$ cat src/rtl/assert_macros.svh
// Assertion macros used by the top level of the hash table engine.
`ifndef ASSERT_MACROS_SVH
`define ASSERT_MACROS_SVH
`ifndef NO_ASSERTIONS
// Same-cycle implication, checked at every rising edge outside reset.
`define ASSERT_IMPLY(label, clk, rst, ante, cons) \
  label: assert property (@(posedge clk) disable iff (rst) (ante) |-> (cons)) \
    else $error("assertion failed");
// Next-cycle implication, checked at every rising edge outside reset.
`define ASSERT_NEXT(label, clk, rst, ante, cons) \
  label: assert property (@(posedge clk) disable iff (rst) (ante) |=> (cons)) \
    else $error("assertion failed");
`else
`define ASSERT_IMPLY(label, clk, rst, ante, cons)
`define ASSERT_NEXT(label, clk, rst, ante, cons)
`endif
`endif

$ cat src/rtl/fnvht_pkg.sv
// Shared types and constants of the FNV-1a hash table engine.
`timescale 1ns / 1ps
package fnvht_pkg;
  localparam int unsigned TABLE_SLOTS_DEF = 1024;
  localparam int unsigned KEY_BYTES_DEF   = 8;
  localparam int unsigned VALUE_BITS_DEF  = 32;

  localparam logic [63:0] FNV_BASIS       = 64'hcbf29ce484222325;
  // The FNV prime is 2^40 + 0x1b3, so a multiply is a shift plus a small product.
  localparam int unsigned FNV_PRIME_SHIFT = 40;
  localparam logic [63:0] FNV_PRIME_LOW   = 64'h00000000000001b3;

  localparam int unsigned LOAD_NUM = 7;
  localparam int unsigned LOAD_DEN = 10;

  localparam logic OP_GET = 1'b0;
  localparam logic OP_SET = 1'b1;

  typedef enum logic [1:0] {
    ST_OK   = 2'd0,
    ST_FULL = 2'd1,
    ST_ZERO = 2'd2
  } status_t;

  // One hashed request on its way from the front end to the probe engine.
  typedef struct packed {
    logic        op;
    logic [63:0] key;
    logic [3:0]  len;
    logic [31:0] val;
    logic [15:0] slot;
  } req_t;

  // One finished result.
  typedef struct packed {
    logic        hit;
    logic [31:0] value;
    status_t     status;
    logic [10:0] count;
  } res_t;
endpackage

$ cat src/rtl/fnvht_fifo.sv
// Two-entry queue that decouples the hashing front end from the probe engine.
`timescale 1ns / 1ps
module fnvht_fifo (
  input  logic            clk,
  input  logic            rst,
  input  logic            push,
  input  fnvht_pkg::req_t wr_data,
  output logic            full,
  input  logic            pop,
  output fnvht_pkg::req_t rd_data,
  output logic            empty
);
  import fnvht_pkg::*;

  req_t       mem [2];
  logic       wp;
  logic       rp;
  logic [1:0] fill;

  assign full    = (fill == 2'd2);
  assign empty   = (fill == 2'd0);
  assign rd_data = mem[rp];

  always_ff @(posedge clk) begin
    if (rst) begin
      wp   <= 1'b0;
      rp   <= 1'b0;
      fill <= 2'd0;
    end else begin
      if (push && !full) begin
        mem[wp] <= wr_data;
        wp      <= ~wp;
      end
      if (pop && !empty) begin
        rp <= ~rp;
      end
      fill <= fill + 2'((push && !full) ? 1 : 0) - 2'((pop && !empty) ? 1 : 0);
    end
  end
endmodule

$ cat config.mk
export PLATFORM = sky130hd
export DESIGN_NAME = fnvht_fifo
export DESIGN_NICKNAME = d
export VERILOG_FILES = /design/src/rtl/assert_macros.svh /design/src/rtl/fnvht_pkg.sv /design/src/rtl/fnvht_fifo.sv
export SDC_FILE = /design/constraint.sdc
export NUM_CORES = 1
export LEC_CHECK = 0
export ABC_AREA = 1
export BUFFER_PORTS_ARGS = -buffer_cell sky130_fd_sc_hd__buf_2
export CAP_MARGIN = 20
export CORE_ASPECT_RATIO = 2
export CORE_MARGIN = 1
export CORE_UTILIZATION = 45
export DETAILED_ROUTE_END_ITERATION = 6
export GPL_ROUTABILITY_DRIVEN = 0
export PLACE_DENSITY = 0.77
export REMOVE_ABC_BUFFERS = 1
export SYNTH_ARGS = -nofsm -noshare
export SYNTH_HDL_FRONTEND = slang
export SYNTH_SLANG_ARGS = --single-unit
$ cat constraint.sdc
create_clock -name clk -period 7.8 [get_ports clk]
set_clock_uncertainty 0.05 [all_clocks]
set_input_delay 2.34 -clock clk [delete_from_list [all_inputs] [get_ports clk]]
set_output_delay 2.34 -clock clk [all_outputs]
set_load 0.02 [all_outputs]
==> out/results.ini <==
[critical_path]
r2r_cells = 6
cpMaxStageDelayCell = dfxtp_4
cp-start-kind = flop
path_max_fanout = 66
worstPathRequired_ps = 5410
reg2reg_to = mem[0][67]$_DFFE_PP_
critPathArrivalTime_ps = 2810
crit_type = reg2out
cpPeakStageDelay_ps = 990
timing.rr.start = fill[1]$_SDFF_PP0_
end_kind = output port
path_cells = buf_4 > mux2_2 > buf_2
regToRegSetupSlack_ps = 5280

[placement]
dp_cells = 893
numPortBuffers = 239
pre_cts_ws_ps = 3015
hpwl_um = 12280
postPlaceCellArea_um2 = 10280

[route]
dr.pass1.iters = 4
antenna_left = 0
dr_total_vias = 4645
drtIter0Drc = 167
wire_per_inst_um = 18.97
routed_wirelength_um = 17720
vias_per_cell = 4.973
drc = 0

[timing]
finalHoldViolCount = 0
fmax_mhz = 192.4
maxSlewViolCount = 0
rsz0062_at_grt = no
tightest_slew_ps = 1020
fin_crit_sh_pct = 66.64
worst_slack_ps = 2602
maxSlewHeadroom_pct = 31.98
period_needed_ps = 5198
finalSetupViolCount = 0

[logic_synthesis]
synthArstFlopShare_pct = 0
ys_top_cells_by_area = edfxtp_1 (80%), mux2_2 (11%), mux2_4 (5.1%), dfxtp_1 (1.1%), buf_6 (0.64%)
avgSynthCellArea_um2 = 21.80
netlist_instances = 404
synth.most_common_cell = edfxtp_1
ys_seq_elements = 239
synth_edf_count = 234
synth_top_flop_cell = edfxtp_1
ys_seq_area_share_pct = 80.91
ys_top_cells_by_count = edfxtp_1 (234), mux2_2 (87), mux2_4 (30)
yosysUniqueCellTypes = 13
yosys.area.top_type = edfxtp_1
synth_warnings = 0
synth_top_cell_area_share_pct = 79.77
synth_area_um2 = 8808

[run_status]
status = finished, final reports clean

[global_routing]
antenna_found_initial = 5
grt_max_degree = 72
grt_pass1_vias = 4987
grt.overflow.total = 0
grtUsageTotal_pct = 16.94
grt_first_pass_wirelength_um = 25220

[clock_network]
clk_latency_ps = 490
cts-root-buf = clkbuf_16
clockBufferDepth = 3
numCtsBuffers = 21
cts_resized = 0
holdBufCountCts = 0
clk_pin_slew_ps = 60
cts_num_sinks = 239
postCtsSetupRepairBufs = 0
h-tree-depth = 1
cts_tree = done

[floorplanning]
io_pins = 240
rows = 72
initial_core_util_pct = 45.69
die_height_um = 199.9
die_area_um2 = 20170
coreArea_um2 = 19280
die_w_um = 100.9

[pwr]
intPower_uw = 2499
power.density_nw_per_um2 = 313.7
p_leak_uw = 0.004123
p_clk_share_pct = 30.6
pwr-share-seq_pct = 46.9
peakVddDrop_v = 0.0002153
combinationalPowerShare_pct = 22.5
p_switching_uw = 947.4
switching_share_pct = 27.49

[final_layout]
num-nets-final = 780
drive_gt1_share_pct = 58.66
syn2layout_area_growth_pct = 24.70
layoutNonFillerInstCount = 934
final_area_um2 = 10980

[hold_path]
min_path_cells = 2
hp-class = reg2reg
hold_start = rp$_SDFFE_PP0P_

[run]
maxCapViolCount = 0

kinds of logic (layout without fill, tap and decap cells):
kind of cell,Yosys count,count (layout),share of synthesized area (%)
flops,239,239,80.91
mux,117,117,16.24
buf+inv,23,289,1.520
simple gates,20,20,0.8807
compound gates,3,3,0.1704
fa+ha+maj,2,2,0.2840
other cells,0,5,0
power groups by stage:
stage / registers (uW) / logic [uW] / clock network (uW)
global route: 1630 / 822 / 1120
CTS: 1620 / 780 / 1090
floorplan: 1660 / 535 / 0
detailed placement: 1650 / 778 / 0
finish: 1620 / 774 / 1050
global placement: 1640 / 759 / 0
worst max-delay path: cells and delay by family, from the launching register on:
kind     cells  cell delay [ps]
mux          1              420
flops        1              990
buf+inv      2              860
cell usage in the layout, fill, tap and decap left out, drive strengths merged:
master,n
a21oi,1
buf,243
bufinv,4
clkbuf,26
clkinv,5
clkinvlp,1
dfxtp,5
diode,5
edfxtp,234
ha,2
inv,10
mux2,117
nand2,7
nand3,2
nor2,11
o21ai,2
flip-flops by register name (all words and copies together), names as in the netlist, named ones only:
signal / count
mem: 234
fill: 2
rp: 1
wp: 1
worst max path at each step:
| stage | from | to | cells past startpoint |
|---|---|---|---|
| after floorplan | rst | mem[1][0]$_DFFE_PP_ | 3 |
| after global placement | flop | rd_data[30] | 3 |
| after detailed placement | flop | rd_data[30] | 3 |
| after CTS | flop | rd_data[30] | 3 |
| after global routing | flop | rd_data[80] | 3 |
| final | flop | rd_data[30] | 3 |
final cells by class:
type,count,area [um2]
fillers,1510,8294
flip-flops and latches,239,7131
multi-input cells,142,1555
repair buffers,243,1226
clock buffers,26,544.3
well taps,259,324.1
clock inverters,10,151.4
inverters,10,40.04
diodes,5,12.51
through the flow:
| step | power [uW] | hold slack (ps) | utilization, % | TNS (ps) |
|---|---|---|---|---|
| after floorplan | 2192 | 417.5 | - | -21030 |
| after global placement | 2400 | 434.2 | 53.30 | 0 |
| after detailed placement | 2429 | 475.7 | 53.30 | 0 |
| after CTS | 3489 | 491.6 | 56.91 | 0 |
| after global routing | 3577 | 514.8 | 56.95 | 0 |
| final | 3446 | 494.7 | 56.98 | 0 |
routing by layer:
metal / part of all wire [%] / GRT usage [%]
met1: 31 / 15.68
met2: 58 / 32.62
met3: 6.0 / 3.935
met4: 5.0 / 10.14
met5: 0.15 / 0
(Power assumes the default switching activity.)
