==> src/rtl/assert_macros.svh <==
// Assertion macros used by the top level of the hash table engine.
`ifndef ASSERT_MACROS_SVH
`define ASSERT_MACROS_SVH
`ifndef NO_ASSERTIONS
// Same-cycle implication, checked at every rising edge outside reset.
`define ASSERT_IMPLY(label, clk, rst, ante, cons) \
  label: assert property (@(posedge clk) disable iff (rst) (ante) |-> (cons)) \
    else $error("assertion failed");
// Next-cycle implication, checked at every rising edge outside reset.
`define ASSERT_NEXT(label, clk, rst, ante, cons) \
  label: assert property (@(posedge clk) disable iff (rst) (ante) |=> (cons)) \
    else $error("assertion failed");
`else
`define ASSERT_IMPLY(label, clk, rst, ante, cons)
`define ASSERT_NEXT(label, clk, rst, ante, cons)
`endif
`endif

==> src/rtl/fnvht_pkg.sv <==
// Shared types and constants of the FNV-1a hash table engine.
`timescale 1ns / 1ps
package fnvht_pkg;
  localparam int unsigned TABLE_SLOTS_DEF = 1024;
  localparam int unsigned KEY_BYTES_DEF   = 8;
  localparam int unsigned VALUE_BITS_DEF  = 32;

  localparam logic [63:0] FNV_BASIS       = 64'hcbf29ce484222325;
  // The FNV prime is 2^40 + 0x1b3, so a multiply is a shift plus a small product.
  localparam int unsigned FNV_PRIME_SHIFT = 40;
  localparam logic [63:0] FNV_PRIME_LOW   = 64'h00000000000001b3;

  localparam int unsigned LOAD_NUM = 7;
  localparam int unsigned LOAD_DEN = 10;

  localparam logic OP_GET = 1'b0;
  localparam logic OP_SET = 1'b1;

  typedef enum logic [1:0] {
    ST_OK   = 2'd0,
    ST_FULL = 2'd1,
    ST_ZERO = 2'd2
  } status_t;

  // One hashed request on its way from the front end to the probe engine.
  typedef struct packed {
    logic        op;
    logic [63:0] key;
    logic [3:0]  len;
    logic [31:0] val;
    logic [15:0] slot;
  } req_t;

  // One finished result.
  typedef struct packed {
    logic        hit;
    logic [31:0] value;
    status_t     status;
    logic [10:0] count;
  } res_t;
endpackage

==> src/rtl/fnvht_hash.sv <==
// Front end: takes a request, clamps and masks the key, hashes it one byte per cycle.
`timescale 1ns / 1ps
module fnvht_hash #(
  parameter int unsigned KEY_BYTES  = fnvht_pkg::KEY_BYTES_DEF,
  parameter int unsigned VALUE_BITS = fnvht_pkg::VALUE_BITS_DEF
) (
  input  logic               clk,
  input  logic               rst,
  input  logic               accept,
  input  logic               opcode,
  input  logic [63:0]        key_bytes,
  input  logic [3:0]         key_length,
  input  logic [31:0]        value_in,
  output logic               busy,
  input  logic               q_full,
  output logic               q_push,
  output fnvht_pkg::req_t    q_data
);
  import fnvht_pkg::*;

  localparam int unsigned KW = KEY_BYTES * 8;
  localparam int unsigned VW = (VALUE_BITS < 32) ? VALUE_BITS : 32;

  logic          op;
  logic [KW-1:0] key;
  logic [3:0]    len;
  logic [VW-1:0] val;
  logic [63:0]   h;
  logic [3:0]    cnt;

  logic [3:0]    len_c;
  logic [63:0]   key_m;
  logic [7:0]    byte_sel;
  logic [63:0]   x;
  logic [63:0]   h_next;

  always_comb begin
    len_c = (key_length > 4'(KEY_BYTES)) ? 4'(KEY_BYTES) : key_length;
    if (len_c >= 4'd8) begin
      key_m = key_bytes;
    end else begin
      key_m = key_bytes & ((64'd1 << {len_c, 3'b000}) - 64'd1);
    end
    byte_sel = 8'(key >> {cnt, 3'b000});
    x        = h ^ {56'd0, byte_sel};
    h_next   = (x << FNV_PRIME_SHIFT) + (x * FNV_PRIME_LOW);
  end

  assign q_push      = busy && (cnt == len) && !q_full;
  assign q_data.op   = op;
  assign q_data.key  = 64'(key);
  assign q_data.len  = len;
  assign q_data.val  = 32'(val);
  assign q_data.slot = h[15:0];

  always_ff @(posedge clk) begin
    if (rst) begin
      busy <= 1'b0;
    end else if (accept) begin
      busy <= 1'b1;
      op   <= opcode;
      key  <= key_m[KW-1:0];
      len  <= len_c;
      val  <= value_in[VW-1:0];
      h    <= FNV_BASIS;
      cnt  <= 4'd0;
    end else if (busy) begin
      if (cnt != len) begin
        h   <= h_next;
        cnt <= cnt + 4'd1;
      end else if (!q_full) begin
        busy <= 1'b0;
      end
    end
  end
endmodule

==> config.mk <==
export PLATFORM = sky130hd
export DESIGN_NAME = fnvht_hash
export DESIGN_NICKNAME = d
export VERILOG_FILES = /design/src/rtl/assert_macros.svh /design/src/rtl/fnvht_pkg.sv /design/src/rtl/fnvht_hash.sv
export SDC_FILE = /design/constraint.sdc
export NUM_CORES = 1
export LEC_CHECK = 0
export BUFFER_PORTS_ARGS = -buffer_cell sky130_fd_sc_hd__buf_2
export CORE_AREA = 2 2 119 121
export DETAILED_ROUTE_END_ITERATION = 6
export DIE_AREA = 0 0 121 123
export PLACE_DENSITY_LB_ADDON = 0.15
export SYNTH_ARGS = -nofsm -noshare
export SYNTH_HDL_FRONTEND = slang
export SYNTH_SLANG_ARGS = --single-unit
export TNS_END_PERCENT = 5
==> constraint.sdc <==
create_clock -name clk -period 6.9 [get_ports clk]
set_clock_uncertainty 0.1 [all_clocks]
set_input_delay 0.345 -clock clk [delete_from_list [all_inputs] [get_ports clk]]
set_output_delay 0.345 -clock clk [all_outputs]
set_load 0.02 [all_outputs]
==> impl_metrics.json <==
{
  "outcome": "finished clean",
  "post_cts_resized": 0,
  "end_kind": "register",
  "cts_htree_levels": 4,
  "hold_ws_ps": 13.86,
  "min_period_over_period": 0.8517,
  "drc": 0,
  "syn_avg_cell_area_um2": 13.97,
  "yosysUniqueCellTypes": 46,
  "max_freq_ghz": 0.1702,
  "wl_per_cell_um": 18.36,
  "wl_um": 17300,
  "clk_latency_ps": 410,
  "grt_pass1_wl_um": 25940,
  "die_area_um2": 14880,
  "maxCapViolCount": 0,
  "critPathMaxStageDelay_ps": 870,
  "grt-ovfl-total": 0,
  "io_pins": 224,
  "hold_viol": 0,
  "synthFlopType": "edfxtp_1",
  "slew_viol_final": 0,
  "met2_usage": 0.4084,
  "final_area_um2": 9046,
  "syn_nets": 681,
  "grt_setup_unrepaired": "no",
  "cpMaxStageDelayCell": "edfxtp_1",
  "finalSetupTns_ps": 0,
  "cts.sinks": 122,
  "final_common_cell": "buf_2",
  "grtUsageMet1": 0.2841,
  "worstPathCellList": "mux4_1 > mux2i_1 > nor2_1 > xor2_1 > ha_1 > fa_1 > ha_1 > inv_1 > fa_1 > inv_1 > ha_1 > inv_1 > fa_1 > nor2b_1 > o2111ai_1 > a41oi_1 > a311oi_1 > xnor2_1 > nor2_1",
  "vias": 4761,
  "drt-pass1-iter-count": 4,
  "grtUsageMet3": 0.06319,
  "syn2layout_area_growth_pct": 30.86,
  "cts_tree": "built",
  "layout_common_cells": "buf_2 (223), edfxtp_1 (121), nor2b_1 (65)",
  "chipHeight_um": 123,
  "report.final.setup_viol": 0,
  "maxSlewHeadroom": 0.3441,
  "crit_path_max_fanout": 19,
  "top_usage_layer": "met2",
  "max_slew.worst_pin.slew_ps": 978.0,
  "antenna_cells": 0,
  "post-route-util": 0.6646,
  "dpl.hpwl_um": 13260,
  "routed_via_density": 5.054,
  "clk_pin_slew_ps": 50,
  "drt.antenna.violating_nets": 0,
  "grt_usage": 0.2378,
  "synthArstFlopShare": 0,
  "root_buffer": "clkbuf_16",
  "cts_buffers": 17,
  "nNetsFinal": 935,
  "die_w_um": 121,
  "fill_cells": 1006,
  "synth_area_um2": 6913,
  "clk_path_buf_depth": 2,
  "fin_crit_ps": 5877,
  "yosysSeqAreaShare": 0.5285,
  "cp_data_required_time_ps": 6940,
  "antenna_found_initial": 0,
  "synth.yosys.warnings": 0,
  "drt_iter0_drc": 217,
  "routabilityCongestion": 0.8864,
  "synth_edf_count": 121,
  "syn_inst": 495,
  "arrival_ps": 5920,
  "ys_ff_latch": 122,
  "first_global_vias": 4934,
  "hp-class": "in -> reg",
  "port_buffers": 223,
  "placed_area_um2": 8223,
  "rows": 43,
  "drive_gt1_frac": 0.3596,
  "startpoint_type": "register",
  "initial_utilization": 0.5079,
  "core_area_um2": 13610,
  "grt_start_max_net_pins": 54,
  "critical_path_class": "reg -> reg"
}
[cell type report]
class	count	area (um^2)	share of cell area
timing repair buffer	249	1369	0.1513
clock inverter	7	117.6	0.01300
inverter	63	236.5	0.02614
multi-input combinational	296	2969	0.3282
tap	180	225.2	0.02490
sequential	122	3654	0.4039
clock buffer	25	475.5	0.05256
[routing by layer]
metal,wire [um],up-vias,share of wire
met5,0,-,0
met2,9092,174,0.53
met4,437,0,0.025
met1,6622,2327,0.38
li1,-,2228,-
met3,1146,32,0.066
[flip-flops by register name (all words and copies together), names as in the netlist]
| register | count |
|---|---|
| busy | 1 |
| cnt | 4 |
| h | 16 |
| key | 64 |
| len | 4 |
| op | 1 |
| val | 32 |
[path summary, 6_finish.rpt]
path / cells after the start / end / slack (ps) / from
worst min register to register: 2 / busy / 410 / busy
worst max register to register: 19 / h[15] / 1020 / cnt[1]
worst min-delay path: 1 / val[7] / 10 / value_in[7]
worst max-delay path: 19 / h[15] / 1020 / cnt[1]
[cell families after synthesis]
kind of cell,count (synthesis),synth area share
muxes,22,0.06353
AOI/OAI and AO/OA,33,0.03367
buffers and inverters,77,0.04398
DFF,122,0.5285
and+or+nand+nor,124,0.1012
xor gates and xnor gates,36,0.04778
adders and majority gates,81,0.1814
[synthesized netlist by cell type, types with 2 or more instances]
cell / count / share of area
nor2_1: 27 / 0.015
edfxtp_1: 121 / 0.53
o21a_1: 4 / 0.0043
or3_1: 2 / 0.0018
a21o_1: 2 / 0.0022
clkbuf_1: 8 / 0.0043
mux4_1: 5 / 0.019
fa_1: 32 / 0.093
a31oi_1: 2 / 0.0018
nand2b_1: 2 / 0.0018
mux2i_1: 6 / 0.0087
nor2b_1: 66 / 0.060
a21oi_1: 6 / 0.0043
mux4_2: 11 / 0.036
o21ai_0: 6 / 0.0043
or2_2: 4 / 0.0036
xor2_2: 2 / 0.0047
xnor2_1: 22 / 0.028
nand2_1: 4 / 0.0022
inv_1: 63 / 0.034
a21boi_0: 3 / 0.0033
a22oi_2: 2 / 0.0036
buf_2: 3 / 0.0022
xor2_1: 12 / 0.015
nand3_1: 2 / 0.0014
and2_1: 10 / 0.0090
ha_1: 49 / 0.089
[critical path, delay by kind of cell (launching register included)]
kind / cells / cell delay [ps]
compound gates: 3 / 630
simple gates: 3 / 400
mux: 2 / 560
xor+xnor: 2 / 530
fa+ha+maj: 6 / 2340
buf+inv: 3 / 170
flops: 1 / 870
[metrics by stage]
stage	worst slack, ps	std cells
4_1_cts	1017	941
3_3_place_gp	1205	887
5_1_grt	654.8	942
6_report	1023	942
2_1_floorplan	778.7	495
3_5_place_dp	1050	887
[timing repair]
item | 4_1_cts | 5_1_grt
buffers inserted | 0 | 0
hold buffers | 22 | 1
hold endpoints to repair | 22 | 1
Power is left out: the tool's default activity adds up to more than one toggle a clock period on the data nets, which glitch-free logic cannot reach.
